===== config.mk =====
export PLATFORM = sky130hd
export DESIGN_NAME = hsv_to_rgb_converter
export DESIGN_NICKNAME = d
export VERILOG_FILES = /design/src/hdl/hsvrgb_pkg.sv /design/src/hdl/hsv_to_rgb_converter.sv /design/src/hdl/hsvrgb_datapath.sv
export SDC_FILE = /design/constraint.sdc
export NUM_CORES = 1
export LEC_CHECK = 0
export BUFFER_PORTS_ARGS = -buffer_cell sky130_fd_sc_hd__buf_2
export CAP_MARGIN = 10
export CORE_ASPECT_RATIO = 1.4
export CORE_MARGIN = 2
export CORE_UTILIZATION = 28
export CTS_CLUSTER_DIAMETER = 120
export DETAILED_ROUTE_END_ITERATION = 16
export PLACE_DENSITY_LB_ADDON = 0.08
export SLEW_MARGIN = 15
export SYNTH_ARGS = -nofsm -noshare
export SYNTH_HDL_FRONTEND = slang
export SYNTH_SLANG_ARGS = --single-unit
export TNS_END_PERCENT = 1

===== constraint.sdc =====
create_clock -name clk -period 13.6 [get_ports clk]
set_clock_uncertainty 0.05 [all_clocks]
set_input_delay 0.68 -clock clk [delete_from_list [all_inputs] [get_ports clk]]
set_output_delay 0.68 -clock clk [all_outputs]
set_load 0.01 [all_outputs]

===== src/hdl/hsvrgb_pkg.sv =====
// Shared constants, types and helpers for the HSV to RGB converter.
// No dependencies.
package hsvrgb_pkg;

	localparam logic [7:0] SECTOR_WIDTH = 8'd43;
	localparam logic [7:0] SECTOR_BASE1 = 8'(1 * 43);
	localparam logic [7:0] SECTOR_BASE2 = 8'(2 * 43);
	localparam logic [7:0] SECTOR_BASE3 = 8'(3 * 43);
	localparam logic [7:0] SECTOR_BASE4 = 8'(4 * 43);
	localparam logic [7:0] SECTOR_BASE5 = 8'(5 * 43);

	localparam logic [2:0] SECTOR_0 = 3'd0;
	localparam logic [2:0] SECTOR_1 = 3'd1;
	localparam logic [2:0] SECTOR_2 = 3'd2;
	localparam logic [2:0] SECTOR_3 = 3'd3;
	localparam logic [2:0] SECTOR_4 = 3'd4;
	localparam logic [2:0] SECTOR_5 = 3'd5;

	typedef struct packed {
		logic s1;
		logic s2;
		logic s3;
		logic s4;
		logic s5;
	} hsvrgb_en_t;

	// exact floor(x / 255) for x <= 255 * 255
	function automatic logic [7:0] div255(input logic [15:0] x);
		logic [16:0] sum;
		sum = {1'b0, x} + {9'd0, x[15:8]} + 17'd1;
		return sum[15:8];
	endfunction

	function automatic logic [2:0] sector_of(input logic [7:0] h);
		logic [2:0] sec;
		if (h >= SECTOR_BASE5) sec = SECTOR_5;
		else if (h >= SECTOR_BASE4) sec = SECTOR_4;
		else if (h >= SECTOR_BASE3) sec = SECTOR_3;
		else if (h >= SECTOR_BASE2) sec = SECTOR_2;
		else if (h >= SECTOR_BASE1) sec = SECTOR_1;
		else sec = SECTOR_0;
		return sec;
	endfunction

	function automatic logic [7:0] sector_base(input logic [2:0] sec);
		logic [7:0] base;
		case (sec)
			SECTOR_1: base = SECTOR_BASE1;
			SECTOR_2: base = SECTOR_BASE2;
			SECTOR_3: base = SECTOR_BASE3;
			SECTOR_4: base = SECTOR_BASE4;
			SECTOR_5: base = SECTOR_BASE5;
			default:  base = 8'd0;
		endcase
		return base;
	endfunction

endpackage


===== src/hdl/hsv_to_rgb_converter.sv =====
// Top level of the HSV to RGB converter: stream handshake and valid tracking.
// Depends on hsvrgb_pkg and hsvrgb_datapath.
//
// Usage:
//   Input stream s_*: one beat carries hue, saturation and brightness.
//   Output stream m_*: one beat carries red, green and blue, exactly one
//   output beat per input beat, in order.
//   Each beat passes five register stages: sector/offset, three
//   products, divide by 255, two products, divide by 255 and sector
//   routing, the first one loaded at the accepting edge.
//   Throughput is one beat per cycle while the output is not stalled.
//   Each stage advances when it is empty or the stage after it advances,
//   so empty slots are squeezed out; s_tready drops only when all five
//   stages hold beats and m_tready is low. A stall loses or repeats nothing.
//   arst_n clears all valid bits; the block then accepts at once.
module hsv_to_rgb_converter import hsvrgb_pkg::*; (
	input  logic        clk,
	input  logic        arst_n,
	input  logic        s_tvalid,
	output logic        s_tready,
	input  logic [23:0] s_tdata,  // hue[7:0], saturation[15:8], brightness[23:16]
	output logic        m_tvalid,
	input  logic        m_tready,
	output logic [23:0] m_tdata   // red[7:0], green[15:8], blue[23:16]
);

	hsvrgb_en_t en;
	logic       vld_s1;
	logic       vld_s2;
	logic       vld_s3;
	logic       vld_s4;
	logic       vld_s5;
	logic [7:0] red;
	logic [7:0] green;
	logic [7:0] blue;

	always_comb begin
		en.s5 = !vld_s5 || m_tready;
		en.s4 = !vld_s4 || en.s5;
		en.s3 = !vld_s3 || en.s4;
		en.s2 = !vld_s2 || en.s3;
		en.s1 = !vld_s1 || en.s2;
	end

	assign s_tready = en.s1;

	always_ff @(posedge clk or negedge arst_n) begin
		if (!arst_n) begin
			vld_s1 <= 1'b0;
			vld_s2 <= 1'b0;
			vld_s3 <= 1'b0;
			vld_s4 <= 1'b0;
			vld_s5 <= 1'b0;
		end else begin
			if (en.s1) vld_s1 <= s_tvalid;
			if (en.s2) vld_s2 <= vld_s1;
			if (en.s3) vld_s3 <= vld_s2;
			if (en.s4) vld_s4 <= vld_s3;
			if (en.s5) vld_s5 <= vld_s4;
		end
	end

	hsvrgb_datapath u_datapath (
		.clk        (clk),
		.en         (en),
		.hue        (s_tdata[7:0]),
		.saturation (s_tdata[15:8]),
		.brightness (s_tdata[23:16]),
		.red        (red),
		.green      (green),
		.blue       (blue)
	);

	assign m_tvalid = vld_s5;
	assign m_tdata  = {blue, green, red};

endmodule


===== src/hdl/hsvrgb_datapath.sv =====
// Five-stage arithmetic pipeline of the HSV to RGB converter.
// Depends on hsvrgb_pkg; stage enables come from the top level.
module hsvrgb_datapath import hsvrgb_pkg::*; (
	input  logic       clk,
	input  hsvrgb_en_t en,
	input  logic [7:0] hue,
	input  logic [7:0] saturation,
	input  logic [7:0] brightness,
	output logic [7:0] red,
	output logic [7:0] green,
	output logic [7:0] blue
);

	logic [2:0]  sector_c;
	logic [7:0]  rem_c;
	logic [5:0]  rem6_c;
	logic [7:0]  off_c;

	logic [2:0]  sector_s1;
	logic [7:0]  off_s1;
	logic [7:0]  sat_s1;
	logic [7:0]  bri_s1;

	logic [15:0] prod_a_s2;
	logic [15:0] prod_b_s2;
	logic [15:0] prod_p_s2;
	logic [2:0]  sector_s2;
	logic [7:0]  bri_s2;
	logic        grey_s2;

	logic [7:0]  ia_s3;
	logic [7:0]  ib_s3;
	logic [7:0]  p_s3;
	logic [2:0]  sector_s3;
	logic [7:0]  bri_s3;
	logic        grey_s3;

	logic [15:0] prod_q_s4;
	logic [15:0] prod_t_s4;
	logic [7:0]  p_s4;
	logic [2:0]  sector_s4;
	logic [7:0]  bri_s4;
	logic        grey_s4;

	logic [7:0]  q_c;
	logic [7:0]  t_c;
	logic [7:0]  r_c;
	logic [7:0]  g_c;
	logic [7:0]  b_c;

	logic [7:0]  red_s5;
	logic [7:0]  green_s5;
	logic [7:0]  blue_s5;

	// offset within sector, times 6
	always_comb begin
		sector_c = sector_of(hue);
		rem_c    = hue - sector_base(sector_c);
		rem6_c   = rem_c[5:0];
		off_c    = {rem6_c, 2'b00} + {1'b0, rem6_c, 1'b0};
	end

	always_ff @(posedge clk) begin
		if (en.s1) begin
			sector_s1 <= sector_c;
			off_s1    <= off_c;
			sat_s1    <= saturation;
			bri_s1    <= brightness;
		end
	end

	// 255 - x taken as an 8-bit complement before widening
	always_ff @(posedge clk) begin
		if (en.s2) begin
			prod_a_s2 <= sat_s1 * off_s1;
			prod_b_s2 <= sat_s1 * 8'(~off_s1);
			prod_p_s2 <= bri_s1 * 8'(~sat_s1);
			sector_s2 <= sector_s1;
			bri_s2    <= bri_s1;
			grey_s2   <= (sat_s1 == 8'd0);
		end
	end

	always_ff @(posedge clk) begin
		if (en.s3) begin
			ia_s3     <= div255(prod_a_s2);
			ib_s3     <= div255(prod_b_s2);
			p_s3      <= div255(prod_p_s2);
			sector_s3 <= sector_s2;
			bri_s3    <= bri_s2;
			grey_s3   <= grey_s2;
		end
	end

	always_ff @(posedge clk) begin
		if (en.s4) begin
			prod_q_s4 <= bri_s3 * 8'(~ia_s3);
			prod_t_s4 <= bri_s3 * 8'(~ib_s3);
			p_s4      <= p_s3;
			sector_s4 <= sector_s3;
			bri_s4    <= bri_s3;
			grey_s4   <= grey_s3;
		end
	end

	always_comb begin
		q_c = div255(prod_q_s4);
		t_c = div255(prod_t_s4);
		case (sector_s4)
			SECTOR_0: begin r_c = bri_s4; g_c = t_c;    b_c = p_s4;   end
			SECTOR_1: begin r_c = q_c;    g_c = bri_s4; b_c = p_s4;   end
			SECTOR_2: begin r_c = p_s4;   g_c = bri_s4; b_c = t_c;    end
			SECTOR_3: begin r_c = p_s4;   g_c = q_c;    b_c = bri_s4; end
			SECTOR_4: begin r_c = t_c;    g_c = p_s4;   b_c = bri_s4; end
			default:  begin r_c = bri_s4; g_c = p_s4;   b_c = q_c;    end
		endcase
		if (grey_s4) begin
			r_c = bri_s4;
			g_c = bri_s4;
			b_c = bri_s4;
		end
	end

	always_ff @(posedge clk) begin
		if (en.s5) begin
			red_s5   <= r_c;
			green_s5 <= g_c;
			blue_s5  <= b_c;
		end
	end

	assign red   = red_s5;
	assign green = green_s5;
	assign blue  = blue_s5;

endmodule


Word level (Yosys, flattened, before mapping)
Cells that the tools add are included.
- bits of input ports: 28
- output and inout port bits: 26
- register bits: 204
- word-level logic and storage cells: 93
- $mul: 5
- reduce and logical (&&, ||, !) cells: 16
- add/subtract/negate cells: 12
- bitwise gates (word level): 4
- multiplexer cells: 12
- equal/unequal tests: 9
- magnitude comparators: 5
- operators by type and width (cell ; number):
    16-bit by 1-bit adder with 16-bit output (second input constant) ; 5
    16-bit by 8-bit adder with 16-bit output ; 5
    8-bit by 8-bit multiplier with 16-bit output ; 5
    8-bit case mux with 3 select lines ; 3
    8-bit inverter ; 4
    6-bit case mux with 5 select lines ; 1
    8-bit >= comparator (second input constant) ; 3
    8-bit two-way mux ; 3
    3-bit by 2-bit equality test with 1-bit output (second input constant) ; 4
    3-bit two-way mux ; 4
    3-bit equality test (second input constant) ; 3
    8-bit by 7-bit adder with 8-bit output ; 1
    8-bit by 6-bit >= comparator with 1-bit output (second input constant) ; 1
    8-bit by 7-bit >= comparator with 1-bit output (second input constant) ; 1
    8-bit zero test ; 1
    2-bit OR reduction ; 4
    3-bit by 1-bit equality test with 1-bit output (second input constant) ; 2
    6-bit subtractor ; 1
    1-bit zero test ; 5
    1-bit logical OR ; 5
    3-bit zero test ; 1
    1-bit two-way mux ; 1

Logic depth before layout (Yosys ltp)
- depth in word-level cells: 10
- mapped depth: 19
- mapped depth without buffers: 19

Cells and area by module
From an unflattened synthesis, not the netlist that was laid out.
- cells, all modules: 1845
- area total of the unflattened synthesis: 19388.6 µm²
- by module, submodules not included (module ; instances ; sequential area each (µm²) ; cells each ; area an instance (µm²)):
    hsvrgb_datapath ; 1 ; 5915.7 ; 1828 ; 19180.9
    hsv_to_rgb_converter ; 1 ; 125.1 ; 17 ; 207.7

Worst setup path after synthesis
OpenSTA, ideal clock, no wires.
- kind: reg2reg
- start: register u_datapath.off_s1[7]
- end: register u_datapath.prod_a_s2[15] (data pin)
- stages on the path, launching flop included: 16
- data arrival time: 4518 ps
- path slack: 8772 ps
- period minus slack after synthesis: 4828 ps
- library setup time: 260 ps
- data required time: 13290 ps
- path buffers: 1
- cells stage by stage: edfxtp_1 -> clkbuf_1 -> nand2_1 -> fa_1 -> fa_1 -> fa_1 -> inv_1 -> fa_1 -> ha_1 -> and2_1 -> a311oi_1 -> a21oi_1 -> and4_4 -> a2111oi_4 -> a21oi_1 -> xnor2_1
- cells in the longest elaborated chain, start to end: 1
- ends and longest elaborated chain (element ; line ; source):
    start: declaration ; hsvrgb_datapath.sv:20 ; logic [7:0] off_s1;
    start signal: assignment ; hsvrgb_datapath.sv:66 ; off_s1 <= off_c;
    8-bit by 8-bit multiplier with 16-bit output ; hsvrgb_datapath.sv:75 ; prod_a_s2 <= sat_s1 * off_s1;
    end signal: assignment ; hsvrgb_datapath.sv:75 ;
    end: declaration ; hsvrgb_datapath.sv:24 ; logic [15:0] prod_a_s2;
No other way between the ends.
A chain may end at the register's enable or synchronous reset.

Worst setup path in the final report
- start: register u_datapath.sat_s1[5]
- end: register u_datapath.prod_p_s2[15] (data pin)
- cells in the longest elaborated chain, start to end: 2
- ends and longest elaborated chain (element ; line ; source):
    start: declaration ; hsvrgb_datapath.sv:21 ; logic [7:0] sat_s1;
    start signal: assignment ; hsvrgb_datapath.sv:67 ; sat_s1 <= saturation;
    8-bit inverter ; hsvrgb_datapath.sv:77 ; prod_p_s2 <= bri_s1 * 8'(~sat_s1);
    8-bit by 8-bit multiplier with 16-bit output ; hsvrgb_datapath.sv:77 ;
    end signal: assignment ; hsvrgb_datapath.sv:77 ;
    end: declaration ; hsvrgb_datapath.sv:26 ; logic [15:0] prod_p_s2;
No other way between the ends.

==> summary.txt <==
Status: complete, no violations
Top FF cell, synth: edfxtp_1
Final ANT Viol Nets: 0
Layout cells sized above 1: 7.20%
CTS tree: done
# rows: 113
CTS Buf Count: 26
Final WL: 46.9 mm
Crit path required time: 13870 ps
Final period util: 39.2%
First-pass GRT wire length: 75.9 mm
Worst slew margin: 34.2%
Utilization after layout: 31.6%
CP cell instances: clkinv_1 > nand2_1 > fa_1 > fa_1 > inv_1 > fa_1 > inv_1 > fa_1 > inv_1 > ha_1 > o21a_1 > o31a_1 > o211ai_2 > a21oi_1 > a2111oi_2 > a21oi_1 > xnor2_1
CTS root buf: clkbuf_16
Die Y: 314 um
Initial core utilization: 28.4%
Total GRT Usage: 13.6%
Sequential fraction of the synthesis area: 31.3%
FMAX: 188 MHz
Worst-Margin Slew: 984 ps
# H-tree levels: 1
Syn Inst Count: 1820
Final setup viols: 0
Synth warn: 0
RSZ-0062 raised after global routing: false
CP startpoint kind: flip-flop
Setup crit end kind: flip-flop
Vias in the first global route: 13886
Yosys reg bits: 202
Clock latency at the later pin of the worst-skew pair: 570 ps
Final nets: 2300
Area Overhead vs Synth: 11.5%
CP Buf/Inv Count: 4
CP max FO: 17
Total vias in the final route: 12832
Core Region: 68000 um2
Max cap viols: 0
Antenna fix cells: 0
Delay-heaviest family, CP: adder cells
Largest net degree at the start of global routing: 54
Wire per inst: 16.7 um
Top Ports: 54
Clock sinks: 202
Slowest stage cell, crit path: edfxtp_1
Maximum clock path buffer count: 3
Slew Limit Fails: 0
Initial antenna violation count: 0
Hold Slack: 236 ps
CP most frequent cell: fa_1
CTS resizes: 0
Crit path DAT: 5600 ps
DR iter-0 viols: 546
CTS clk-pin slew, worst paths: 60 ps
Setup_tns: 0 ps
Post-synth cell types: 80
GP Congestion: 0.851
Reg area: 6040 um2
Hold WC Path Type: in -> reg
Area of the multi-input gates: 12100 um2
DP Wirelength: 37.0 mm
Peak per-stage delay on the critical path: 800 ps
Netlist Area Pre-Place: 19300 um2
Total congestion overflow: 0
EDFF count, synth: 197
Avg Cell Area, Syn: 10.6 um2
Synth async-reset ratio: 2.48%
Post-layout min period: 5330 ps
Die Wd: 226 um
Vias/cell: 4.57
Residual DRC count: 0
First-pass DRT Iterations: 6
Fillers: 6993
Die area: 71000 um2
Syn Nets: 2250
Worst setup path class: reg -> reg
I/O Buffers: 53
Final hold viol count: 0
## placed cells by master (no fill, tap or decap), types with 7 or more instances in the layout
master and count:
a211oi_1 11, a21o_1 14, a21oi_1 74, a31oi_1 10, and2_1 33, and3_1 10
buf_2 53, buf_4 13, clkbuf_16 26, edfxtp_1 197, fa_1 176, ha_1 226
inv_1 249, nand2_1 95, nand2b_1 114, nand3_1 28, nor2_1 92, nor2b_1 144
nor3_1 19, o211ai_1 7, o21a_1 19, o21ai_0 34, o22ai_1 11, xnor2_1 70
xor2_1 21
## logic make-up after synthesis
family / count (synthesis) / synth area share (%)
simple gates: 564 / 15.7
buf+inv: 295 / 5.78
flops: 202 / 31.3
xor+xnor: 93 / 4.33
compound gates: 259 / 9.66
fa+ha+maj: 402 / 32.9
mux: 5 / 0.266
## synth_stat cells (all sizes together), types with 11 or more instances
cell type	number	area [um2]
nand3	29	145
o21ai	39	206
a21o	14	105
nor2	92	345
nor2b	144	901
inv	249	935
xor2	21	184
edfxtp	197	5920
o22ai	11	68.8
fa	176	3520
o211ai	12	115
nor3	19	95.1
o21a	20	158
clkbuf	42	158
nand2	96	360
and2	33	206
a21oi	77	404
nand2b	114	713
xnor2	71	629
ha	226	2830
a211oi	12	95.1
## sequential cells by signal, indices dropped and copies added (netlist names), 3 cells and up
register / count
u_datapath.ia_s3: 8
u_datapath.prod_a_s2: 15
u_datapath.sat_s1: 8
u_datapath.bri_s4: 8
u_datapath.blue: 8
u_datapath.sector_s2: 3
u_datapath.off_s1: 7
u_datapath.prod_b_s2: 16
u_datapath.prod_p_s2: 16
u_datapath.ib_s3: 8
u_datapath.p_s3: 8
u_datapath.sector_s3: 3
u_datapath.bri_s2: 8
u_datapath.sector_s1: 3
u_datapath.green: 8
u_datapath.prod_t_s4: 16
u_datapath.bri_s1: 8
u_datapath.red: 8
u_datapath.prod_q_s4: 16
u_datapath.sector_s4: 3
u_datapath.p_s4: 8
u_datapath.bri_s3: 8
## path summary, 6_finish.rpt
| check | start | endpoint | slack, ps | cells past startpoint |
|---|---|---|---|---|
| setup / recovery | u_datapath.sat_s1[5] | u_datapath.prod_p_s2[15] | 8270 | 17 |
| hold / removal | s_tdata[10] | u_datapath.sat_s1[2] | 240 | 1 |
| setup reg to reg | u_datapath.sat_s1[5] | u_datapath.prod_p_s2[15] | 8270 | 17 |
| hold reg to reg | u_datapath.bri_s2[5] | u_datapath.bri_s3[5] | 370 | 0 |
| max in group asynchronous | arst_n | m_tvalid | 12960 | 2 |
| min in group asynchronous | arst_n | vld_s1 | 400 | 2 |
## area by class of cell
class                           instances  share of cell area, %
Clock buffer                           36                   3.39
Clock inverter                         12                  0.588
Inverter                              250                   4.37
Multi-Input combinational cell       1323                   56.5
Sequential cell                       202                   28.1
Tap cell                              920                   5.36
Timing Repair Buffer                   67                   1.73
## through the flow
stage                     area [um2]  setup WS, ps  cells
final                          21500          8270   2810
after global routing           21500          7890   2810
after CTS                      21500          8240   2810
after detailed placement       20600          8220   2761
after global placement         20600          8330   2761
after floorplan                19300          8770   1820
## what timing repair did
item | 4_1_cts | 5_1_grt
buffers inserted | 0 | 0
hold endpoints to repair | 5 | 0
hold buffers | 1 | 0
## metal layers
metal  GRT usage (%)  part of all wire [%]  vias to the layer above
met5               0                     0                        -
met4            4.80                   3.3                        0
met3            1.55                   2.9                       73
met2            26.2                    54                      208
met1            15.2                    40                     6309
li1                -                     -                     6242
Power is not shown: default switching activity piles up to over one toggle a cycle in this logic, so the estimate is an artifact.
